$ cat src/hdl/kcdld_pkg.sv
// Package for the two-key click, double-click and long-press detector.
// Holds timer widths, register indexes, phase codes, per-key types and the key update function.
// No dependencies.
`timescale 1ns / 1ps
`default_nettype none

package kcdld_pkg;

  localparam int TIMER_BITS = 11;
  localparam int CFG_BITS   = 10;
  localparam int IDX_BITS   = 2;

  localparam logic [TIMER_BITS-1:0] TIMER_MAX = {TIMER_BITS{1'b1}};

  localparam logic [IDX_BITS-1:0] REG_LONG_PRESS    = 2'd0;
  localparam logic [IDX_BITS-1:0] REG_DOUBLE_WINDOW = 2'd1;

  localparam logic [CFG_BITS-1:0] LONG_PRESS_RESET    = 10'd100;
  localparam logic [CFG_BITS-1:0] DOUBLE_WINDOW_RESET = 10'd50;

  localparam logic [1:0] PHASE_IDLE    = 2'd0;
  localparam logic [1:0] PHASE_CONFIRM = 2'd1;
  localparam logic [1:0] PHASE_HELD    = 2'd2;

  typedef struct packed {
    logic [1:0]            phase;
    logic [TIMER_BITS-1:0] held;
    logic                  wopen;
    logic [TIMER_BITS-1:0] wticks;
  } key_state_t;

  typedef struct packed {
    key_state_t st;
    logic       single;
    logic       dbl;
    logic       lng;
  } key_result_t;

  function automatic logic [TIMER_BITS-1:0] sat_inc(input logic [TIMER_BITS-1:0] v);
    sat_inc = (v == TIMER_MAX) ? v : v + 1'b1;
  endfunction

  // One scan tick of one key: press machine first, then the double-click window.
  function automatic key_result_t key_next(
    input key_state_t          cur,
    input logic                level,
    input logic [CFG_BITS-1:0] long_ticks,
    input logic [CFG_BITS-1:0] win_ticks
  );
    key_result_t           r;
    logic [TIMER_BITS-1:0] long_ext;
    logic [TIMER_BITS-1:0] win_ext;
    logic [TIMER_BITS-1:0] wnext;
    r        = '0;
    r.st     = cur;
    long_ext = TIMER_BITS'(long_ticks);
    win_ext  = TIMER_BITS'(win_ticks);

    case (cur.phase)
      PHASE_CONFIRM: begin
        r.st.phase = level ? PHASE_IDLE : PHASE_HELD;
      end
      PHASE_HELD: begin
        if (level && (cur.held < long_ext)) begin
          if (!cur.wopen) begin
            r.st.wopen  = 1'b1;
            r.st.wticks = '0;
          end else begin
            r.dbl       = 1'b1;
            r.st.wopen  = 1'b0;
          end
          r.st.phase = PHASE_IDLE;
        end else if (level && (cur.held > long_ext)) begin
          r.st.phase = PHASE_IDLE;
        end else begin
          r.lng     = (cur.held == long_ext);
          r.st.held = sat_inc(cur.held);
        end
      end
      default: begin
        // The unused phase code behaves as idle.
        r.st.phase = PHASE_IDLE;
        if (!level) begin
          r.st.phase = PHASE_CONFIRM;
          r.st.held  = '0;
        end
      end
    endcase

    wnext = sat_inc(r.st.wticks);
    if (r.st.wopen) begin
      r.st.wticks = wnext;
      if (wnext > win_ext) begin
        r.single   = 1'b1;
        r.st.wopen = 1'b0;
      end
    end
    key_next = r;
  endfunction

endpackage

`default_nettype wire

$ cat src/hdl/key_click_double_long_detector.sv
// Top level of the two-key click, double-click and long-press detector.
// Depends on kcdld_pkg for types, codes and the per-key update function.
//
//   Channel | Direction | Payload
//   in_     | slave     | tdata[0] key_one_level, tdata[1] key_two_level
//   out_    | master    | tdata[5:0] one/two single, double, long pulses
//   cfg_    | write     | cfg_index selects register, cfg_data 10 bits
//
// The key machines update at the accepting edge and the pulses land in the output register
// at the same edge, so a beat is taken every cycle while the output is not stalled.
// Reset (synchronous, active low) puts both keys idle, closes windows and loads the
// default thresholds. A stalled output holds its beat and stalls the input with it.
`timescale 1ns / 1ps
`default_nettype none

module key_click_double_long_detector
  import kcdld_pkg::*;
(
  input  wire logic                clk,
  input  wire logic                rst_n,
  input  wire logic                in_tvalid,
  output logic                     in_tready,
  // Bits from 0: key_one_level, key_two_level, then zero fill.
  input  wire logic [7:0]          in_tdata,
  output logic                     out_tvalid,
  input  wire logic                out_tready,
  // Bits from 0: key_one_single, key_one_double, key_one_long,
  // key_two_single, key_two_double, key_two_long, then zero fill.
  output logic [7:0]               out_tdata,
  input  wire logic                cfg_we,
  input  wire logic [IDX_BITS-1:0] cfg_index,
  input  wire logic [CFG_BITS-1:0] cfg_data
);

  logic [CFG_BITS-1:0] long_ticks_r;
  logic [CFG_BITS-1:0] win_ticks_r;
  key_state_t          key_one_r, key_two_r;
  logic                out_valid_r;
  logic [5:0]          out_bits_r;

  key_result_t key_one_nxt, key_two_nxt;
  logic        in_accept;

  assign in_tready  = !out_valid_r || out_tready;
  assign in_accept  = in_tvalid && in_tready;
  assign out_tvalid = out_valid_r;
  assign out_tdata  = {2'b00, out_bits_r};

  always_comb begin
    key_one_nxt = key_next(key_one_r, in_tdata[0], long_ticks_r, win_ticks_r);
    key_two_nxt = key_next(key_two_r, in_tdata[1], long_ticks_r, win_ticks_r);
  end

  always_ff @(posedge clk) begin
    if (!rst_n) begin
      long_ticks_r <= LONG_PRESS_RESET;
      win_ticks_r  <= DOUBLE_WINDOW_RESET;
    end else if (cfg_we) begin
      case (cfg_index)
        REG_LONG_PRESS:    long_ticks_r <= cfg_data;
        REG_DOUBLE_WINDOW: win_ticks_r  <= cfg_data;
        default: ;
      endcase
    end
  end

  always_ff @(posedge clk) begin
    if (!rst_n) begin
      key_one_r   <= '0;
      key_two_r   <= '0;
      out_valid_r <= 1'b0;
    end else begin
      if (in_accept) begin
        key_one_r   <= key_one_nxt.st;
        key_two_r   <= key_two_nxt.st;
        out_valid_r <= 1'b1;
      end else if (out_tready) begin
        out_valid_r <= 1'b0;
      end
    end
  end

  always_ff @(posedge clk) begin
    if (in_accept) begin
      out_bits_r <= {key_two_nxt.lng, key_two_nxt.dbl, key_two_nxt.single,
                     key_one_nxt.lng, key_one_nxt.dbl, key_one_nxt.single};
    end
  end

`ifndef NO_ASSERTIONS
  // An empty output register never holds the input back.
  a_ready_when_empty: assert property (@(posedge clk) disable iff (!rst_n)
    !out_valid_r |-> in_tready)
    else $error("input stalled while output register empty");

  // A double click closes the window, so no single click can follow in the same tick.
  a_one_exclusive: assert property (@(posedge clk) disable iff (!rst_n)
    out_valid_r |-> !(out_bits_r[0] && out_bits_r[1]))
    else $error("key one single and double in the same beat");

  a_two_exclusive: assert property (@(posedge clk) disable iff (!rst_n)
    out_valid_r |-> !(out_bits_r[3] && out_bits_r[4]))
    else $error("key two single and double in the same beat");

  // A long pulse is only decided while the key is held, so it stays held afterwards.
  a_long_held: assert property (@(posedge clk) disable iff (!rst_n)
    (in_accept && key_one_nxt.lng) |=> (key_one_r.phase == PHASE_HELD))
    else $error("key one long pulse without held phase");
`endif

endmodule

`default_nettype wire

$ cat config.mk
export PLATFORM = sky130hd
export DESIGN_NAME = key_click_double_long_detector
export DESIGN_NICKNAME = d
export VERILOG_FILES = /design/src/hdl/kcdld_pkg.sv /design/src/hdl/key_click_double_long_detector.sv
export SDC_FILE = /design/constraint.sdc
export NUM_CORES = 1
export LEC_CHECK = 0
export BUFFER_PORTS_ARGS = -buffer_cell sky130_fd_sc_hd__buf_2
export CORE_MARGIN = 2
export CORE_UTILIZATION = 32
export DETAILED_ROUTE_END_ITERATION = 12
export SETUP_SLACK_MARGIN = 0.5
export SLEW_MARGIN = 10
export SYNTH_ARGS = -nofsm -noshare
export SYNTH_HDL_FRONTEND = slang
export SYNTH_SLANG_ARGS = --single-unit
export TNS_END_PERCENT = 5
$ cat constraint.sdc
create_clock -name clk -period 5.3 [get_ports clk]
set_clock_uncertainty 0.1 [all_clocks]
set_input_delay 1.06 -clock clk [delete_from_list [all_inputs] [get_ports clk]]
set_output_delay 1.06 -clock clk [all_outputs]
set_load 0.02 [all_outputs]
* Word-level counts from Yosys, hierarchy flattened
Cells that the tools add are included.
** Storage, ports and cells
- Bits in registers :: 77
- Input bits :: 25
- Output and inout bits :: 10
** Operators by class
- Add/subtract/negate cells :: 4
- $lt $le $gt $ge :: 6
- Equality and inequality tests :: 21
- Multiplexer cells :: 38
- Bitwise gates (word level) :: 4
- Reductions and logical operators :: 19
** Operators by type and width (count)
- $mux 11 :: 10
- $mux 12 :: 6
- $add 11x1->11 const B :: 4
- $eq 11x11->1 const B :: 4
- $gt 11x10->1 :: 4
- $pmux 11 s2 :: 2
- $mux 13 :: 2
- $eq 11x10->1 :: 2
- $lt 11x10->1 :: 2
- $mux 2 :: 6
- $ne 2x2->1 const B :: 6
- $reduce_and 2->1 :: 6
- $reduce_and 6->1 :: 2
- $mux 1 :: 10
- $pmux 2 s2 :: 2
- $eq 2x1->1 const B :: 3
- $ne 3x3->1 const B :: 2
- $reduce_or 3->1 :: 2
- $logic_and 1x1->1 :: 5
- $eq 2x2->1 const B :: 2
- $ne 2x1->1 const B :: 2
- $not 1->1 :: 4
- $logic_not 2->1 :: 1
- $reduce_bool 2->1 :: 1
- 2 further kinds :: 2

* Depth between registers and ports, before layout
- Depth in word-level cells :: 9
- Gate-level depth with buffers :: 24

* Worst setup path before layout
OpenSTA, ideal clock, no wires.
- Kind :: input to register
- From :: in in_tdata[1]
- To :: reg out_bits_r[3] (data pin)
- Library setup time :: 269 ps
- Arrival :: 4376 ps
- Required time :: 4931 ps
- Setup slack :: 555 ps
- Stages :: 19
- Path buffers :: 2
- Path through :: inv_1 nor3_1 o211ai_1 nor4_2 buf_2 nor2b_1 ha_1 nand2_1 or3_1 clkbuf_1 nor2_1 mux2_2 ha_1 nor2b_1 o21a_1 o21ai_0 a21oi_1 o21ai_0 a21oi_1
** On the way
- Word-level cells in the longest chain between the ends :: 7
- Elaborated cells between the ends (all ways) :: 8
** RTL lines
- from (decl) :: RTL line key_click_double_long_detector.sv:24 : input wire logic [7:0] in_tdata,
- $logic_and 1x1->1 (*) :: RTL line kcdld_pkg.sv:64 : if (level && (cur.held < long_ext)) begin
- $mux 12 (*) :: RTL line kcdld_pkg.sv:64
- $mux 12 (*) :: RTL line kcdld_pkg.sv:59 : case (cur.phase)
- $add 11x1->11 / $eq 11x11->1 (equally long branches) :: RTL line kcdld_pkg.sv:40 : sat_inc = (v == TIMER_MAX) ? v : v + 1'b1;
- $mux 11 :: RTL line kcdld_pkg.sv:40
- $gt 11x10->1 :: RTL line kcdld_pkg.sv:93 : if (wnext > win_ext) begin
- $mux 1 :: RTL line kcdld_pkg.sv:93
- to (signal assigned) :: RTL line key_click_double_long_detector.sv:85 : out_bits_r <= {key_two_nxt.lng, key_two_nxt.dbl, key_two_nxt.single,
- to (decl) :: RTL line key_click_double_long_detector.sv:39 : logic [5:0] out_bits_r;
Every way passes the cells marked *; elsewhere a longest branch is shown, timed or not.
A chain may end at the register's enable or synchronous reset.

* Worst setup path in the final report
- From :: reg key_one_r[15] (netlist name)
- To :: reg key_one_r[11] (netlist name)
** On the way
- Word-level cells in the longest chain between the ends :: 9
- Elaborated cells between the ends (all ways) :: 10
** RTL lines
- from (decl) :: RTL line key_click_double_long_detector.sv:37 : key_state_t key_one_r, key_two_r;
- from (signal assigned) :: RTL line key_click_double_long_detector.sv:74 : key_one_r <= key_one_nxt.st;
- $lt 11x10->1 (*) :: RTL line kcdld_pkg.sv:64
- $logic_and 1x1->1 (*) :: RTL line kcdld_pkg.sv:64
- $mux 12 (*) :: RTL line kcdld_pkg.sv:64
- $mux 12 (*) :: RTL line kcdld_pkg.sv:59
- $add 11x1->11 / $eq 11x11->1 (equally long branches) :: RTL line kcdld_pkg.sv:40
- $mux 11 :: RTL line kcdld_pkg.sv:40
- $gt 11x10->1 :: RTL line kcdld_pkg.sv:93
- $mux 1 :: RTL line kcdld_pkg.sv:93
- $mux 13 (*) :: RTL line kcdld_pkg.sv:91 : if (r.st.wopen) begin
Marked as above.

==> run_results.csv <==
group,metric,value,unit
finish,final_cells,865,
drt,post_drt_wl_per_cell,15.0,um
timing,setup_viol,0,
drt,drc,0,
clock_tree,cts_hold_repair.buffers,0,
drt,dr_wl_met3,660,um
clock_tree,clkLatencyLatePin,0.35,ns
pwr,p_leak,2.18,nW
worst_setup_path,crit_buf_inv,1,
pwr,powerDensity,230,nW/um2
logic_synthesis,synth.area.mux_share,2.28,%
finish,final_common_cell,"dfxtp_1",
worst_setup_path,worstSetupStartpointType,"flip-flop",
finish,nNetsFinal,722,
grt,grt_overflow,0,
worst_setup_path,r2r_start,"key_one_r[15]",
drt,met1_length,6240,um
drt,dr.max_layer_used,"met4",
finish,fillers,1557,
worst_setup_path,worstPathMaxFanout,7,
pwr,switching_share,25.0,%
run,drv_cap,0,
pwr,combinationalPowerShare,7.2,%
worst_setup_path,critical_path.top_delay_family,"compound AO/OA/AOI/OAI gates",
pwr,power.share.sequential,45.4,%
timing,min_period_over_period,84.7,%
logic_synthesis,synth_cells,616,
grt,grtUsageTotal,15.9,%
placed_design,dp_hpwl,9720,um
timing,tns,0,ns
floorplanning,initial_utilization,32.8,%
floorplanning,die_h,129,um
logic_synthesis,synth.distinct_cells,70,
pwr,p_switching,330,uW
worst_setup_path,path_class,"reg -> reg",
grt,grt_pass1_vias,4334,
floorplanning,fp-row-count,45,
worst_setup_path,end_kind,"flip-flop",
clock_tree,clock_path_buffers,2,
logic_synthesis,synth_simple_gate_area_share,25.8,%
clock_tree,clkTransAtPathRegs,0.06,ns
placed_design,portBuffers,26,
outcome,outcome,"completed",
pwr,clockPowerShare,47.4,%
worst_setup_path,rr_worst_depth,21,
worst_setup_path,crit_required,5.44,ns
clock_tree,numCtsBuffers,9,
logic_synthesis,synth-compound-area-share,18.8,%
timing,rsz0062_at_grt,"yes",
worst_setup_path,cpMaxStageDelayCell,"dfxtp_1",
timing,slew_violations,0,
hold_path,hold_class,"reg -> reg",
timing,fmax,223,MHz
floorplanning,die-area,16600,um2
logic_synthesis,ys.flop_type,"dfxtp_1",
timing,post-route-min-period,4.49,ns
finish,mostFrequentLayoutCells,"dfxtp_1 (71), nand2_1 (68), a21oi_1 (51)",
grt,antenna_found_initial,0,
logic_synthesis,synth_adder_area_share,12.0,%
placed_design,place_congestion,0.918,
drt,ant_nets,0,
floorplanning,design.core.area,15300,um2
logic_synthesis,synth_area,5000,um2
finish,area_delta_synth_final,15.0,%
clock_tree,numClockSinks,77,
floorplanning,num_io_pins,35,
logic_synthesis,async_reset_ff_share,0,%
timing,slew_headroom,25.8,%
logic_synthesis,synthXorXnorAreaFrac,4.03,%
logic_synthesis,synth_edf_count,6,
logic_synthesis,synth_warnings,0,
worst_setup_path,crit_chain,"ha_1 -> and4_4 -> a21boi_1 -> o31a_1 -> nor3_4 -> nor2b_1 -> ha_2 -> nand2_1 -> nor2_4 -> nand4_1 -> buf_4 -> nor2b_1 -> xnor2_1 -> nor2_1 -> ha_1 -> a211oi_1 -> a21oi_1 -> o21ai_0 -> o21ai_0 -> a21o_1 -> a21oi_1",
pwr,ir_worst_vdd,0.000151,V
drt,initialDrtViolationCount,397,
logic_synthesis,ys_ff_latch,77,
pwr,total_power,1.32,mW
hold_path,worstHoldStart,"win_ticks_r[3]",
timing,hold_viol,0,
drt,routed-wl-met2,5840,um
finish,drive_above_1_share,13.0,%
pwr,intPower,992,uW
placed_design,placed_cell_area,5370,um2
drt,routed_wirelength,12900,um
worst_setup_path,arrival,4.63,ns
grt,grt_pass1_wl,21100,um
drt,dr_total_vias,4597,
hold_path,holdPathStages,2,
clock_tree,htree_num_levels,3,
finish,fin_area,5750,um2
logic_synthesis,synth_top_family_by_area,"simple AND/OR/NAND/NOR gates",
grt,grt_max_degree,36,
worst_setup_path,r2r-end,"key_one_r[11]",
clock_tree,cts_tree,"built",
floorplanning,die_x,129,um
worst_setup_path,ff2ff_setup_slack,0.81,ns
worst_setup_path,slowest_delay,0.46,ns
drt,first_pass_iters,4,
timing,worstMarginPinSlew,1.11,ns
finish,antennaDiodeCount,0,
finish,final_util,37.7,%
hold_path,min_to,"win_ticks_r[3]",
placed_design,placed_cells,842,
logic_synthesis,synth.avg_cell_area,8.12,um2
clock_tree,ctsRootBufferMaster,"clkbuf_16",
logic_synthesis,yosysSeqAreaShare,32.0,%
drt,post_drt_via_cell_ratio,5.31,
==> metal layers <==
metal,up-vias,track usage (%)
met2,108,25.4
li1,2287,-
met4,0,4.80
met3,16,3.41
met5,-,0
met1,2186,21.6
==> logic make-up (layout without fill, tap and decap cells) <==
group	after synthesis	in the layout
flops	77	77
other cells	1	2
xor+xnor	23	23
simple gates	246	246
compound gates	148	148
buf+inv	62	99
fa+ha+maj	48	48
mux	11	11
==> area by class of cell <==
type                       instances  area (um2)  share of cell area (%)
clock buffer                       9         225                    3.92
clock inverter                     7        76.3                    1.33
inverter                          40         150                    2.61
multi-input combinational        478        3180                    55.2
sequential                        77        1600                    27.8
tap                              211         264                    4.59
timing repair buffer              43         258                    4.48
==> power groups by stage <==
stage | clock, mW | combinational (mW) | sequential [mW]
CTS | 0.637 | 0.0952 | 0.600
global route | 0.663 | 0.107 | 0.601
detailed placement | 0 | 0.0948 | 0.613
finish | 0.627 | 0.0958 | 0.600
floorplan | 0 | 0.0595 | 0.615
global placement | 0 | 0.0917 | 0.613
==> timing repair <==
item | 4_1_cts | 5_1_grt
resized for setup | 2 | 5
pin swaps | 1 | 5
setup endpoints to repair | 2 | 4
buffers inserted | 1 | 6
==> through the flow <==
step	hold WS [ns]	worst slack, ns
3_3_place_gp	0.348	0.390
6_report	0.359	0.813
2_1_floorplan	0.336	0.555
3_5_place_dp	0.348	0.260
5_1_grt	0.371	0.458
4_1_cts	0.357	0.547
==> worst register-to-register path, delay by kind of cell (launching register included) <==
kind / cells / cell delay (ns)
fa+ha+maj: 3 / 0.82
buf+inv: 1 / 0.18
xor+xnor: 1 / 0.15
flops: 1 / 0.46
simple gates: 8 / 1.17
compound gates: 8 / 1.52
==> how the worst max path moves through the flow <==
stage	start	to	depth (start not counted)
floorplan	in_tdata[1]	out_bits_r[3]	19
global placement	in_tdata[0]	out_bits_r[0]	17
detailed placement	long_ticks_r[4]	out_bits_r[0]	20
CTS	long_ticks_r[4]	key_one_r[11]	21
global route	long_ticks_r[1]	key_two_r[11]	20
finish	key_one_r[15]	key_one_r[11]	21
==> synthesized netlist by cell type, drive strengths merged, types with 4 or more instances <==
master,number,area (um2)
mux2i,8,80.1
nor3,21,121
xor2,7,61.3
nand2,68,255
nand2b,5,31.3
and3,8,50.1
edfxtp,6,180
and2,4,25.0
a21oi,51,255
ha,48,601
clkbuf,17,63.8
nor2b,13,81.3
or3,6,37.5
nand3,29,145
nor4,8,56.3
xnor2,16,140
dfxtp,71,1420
buf,5,36.3
o21ai,33,173
nand4,12,75.1
a211oi,7,62.6
a31oi,11,68.8
o211ai,10,75.1
and4,5,46.3
nor2,47,176
o21a,9,67.6
inv,39,146
a21o,4,30.0
==> state kept, by name (all words and copies together) (netlist names) <==
| register | cells |
|---|---|
| key_one_r | 25 |
| key_two_r | 25 |
| long_ticks_r | 10 |
| out_bits_r | 6 |
| out_tvalid | 1 |
| win_ticks_r | 10 |
(Power assumes the default switching activity.)
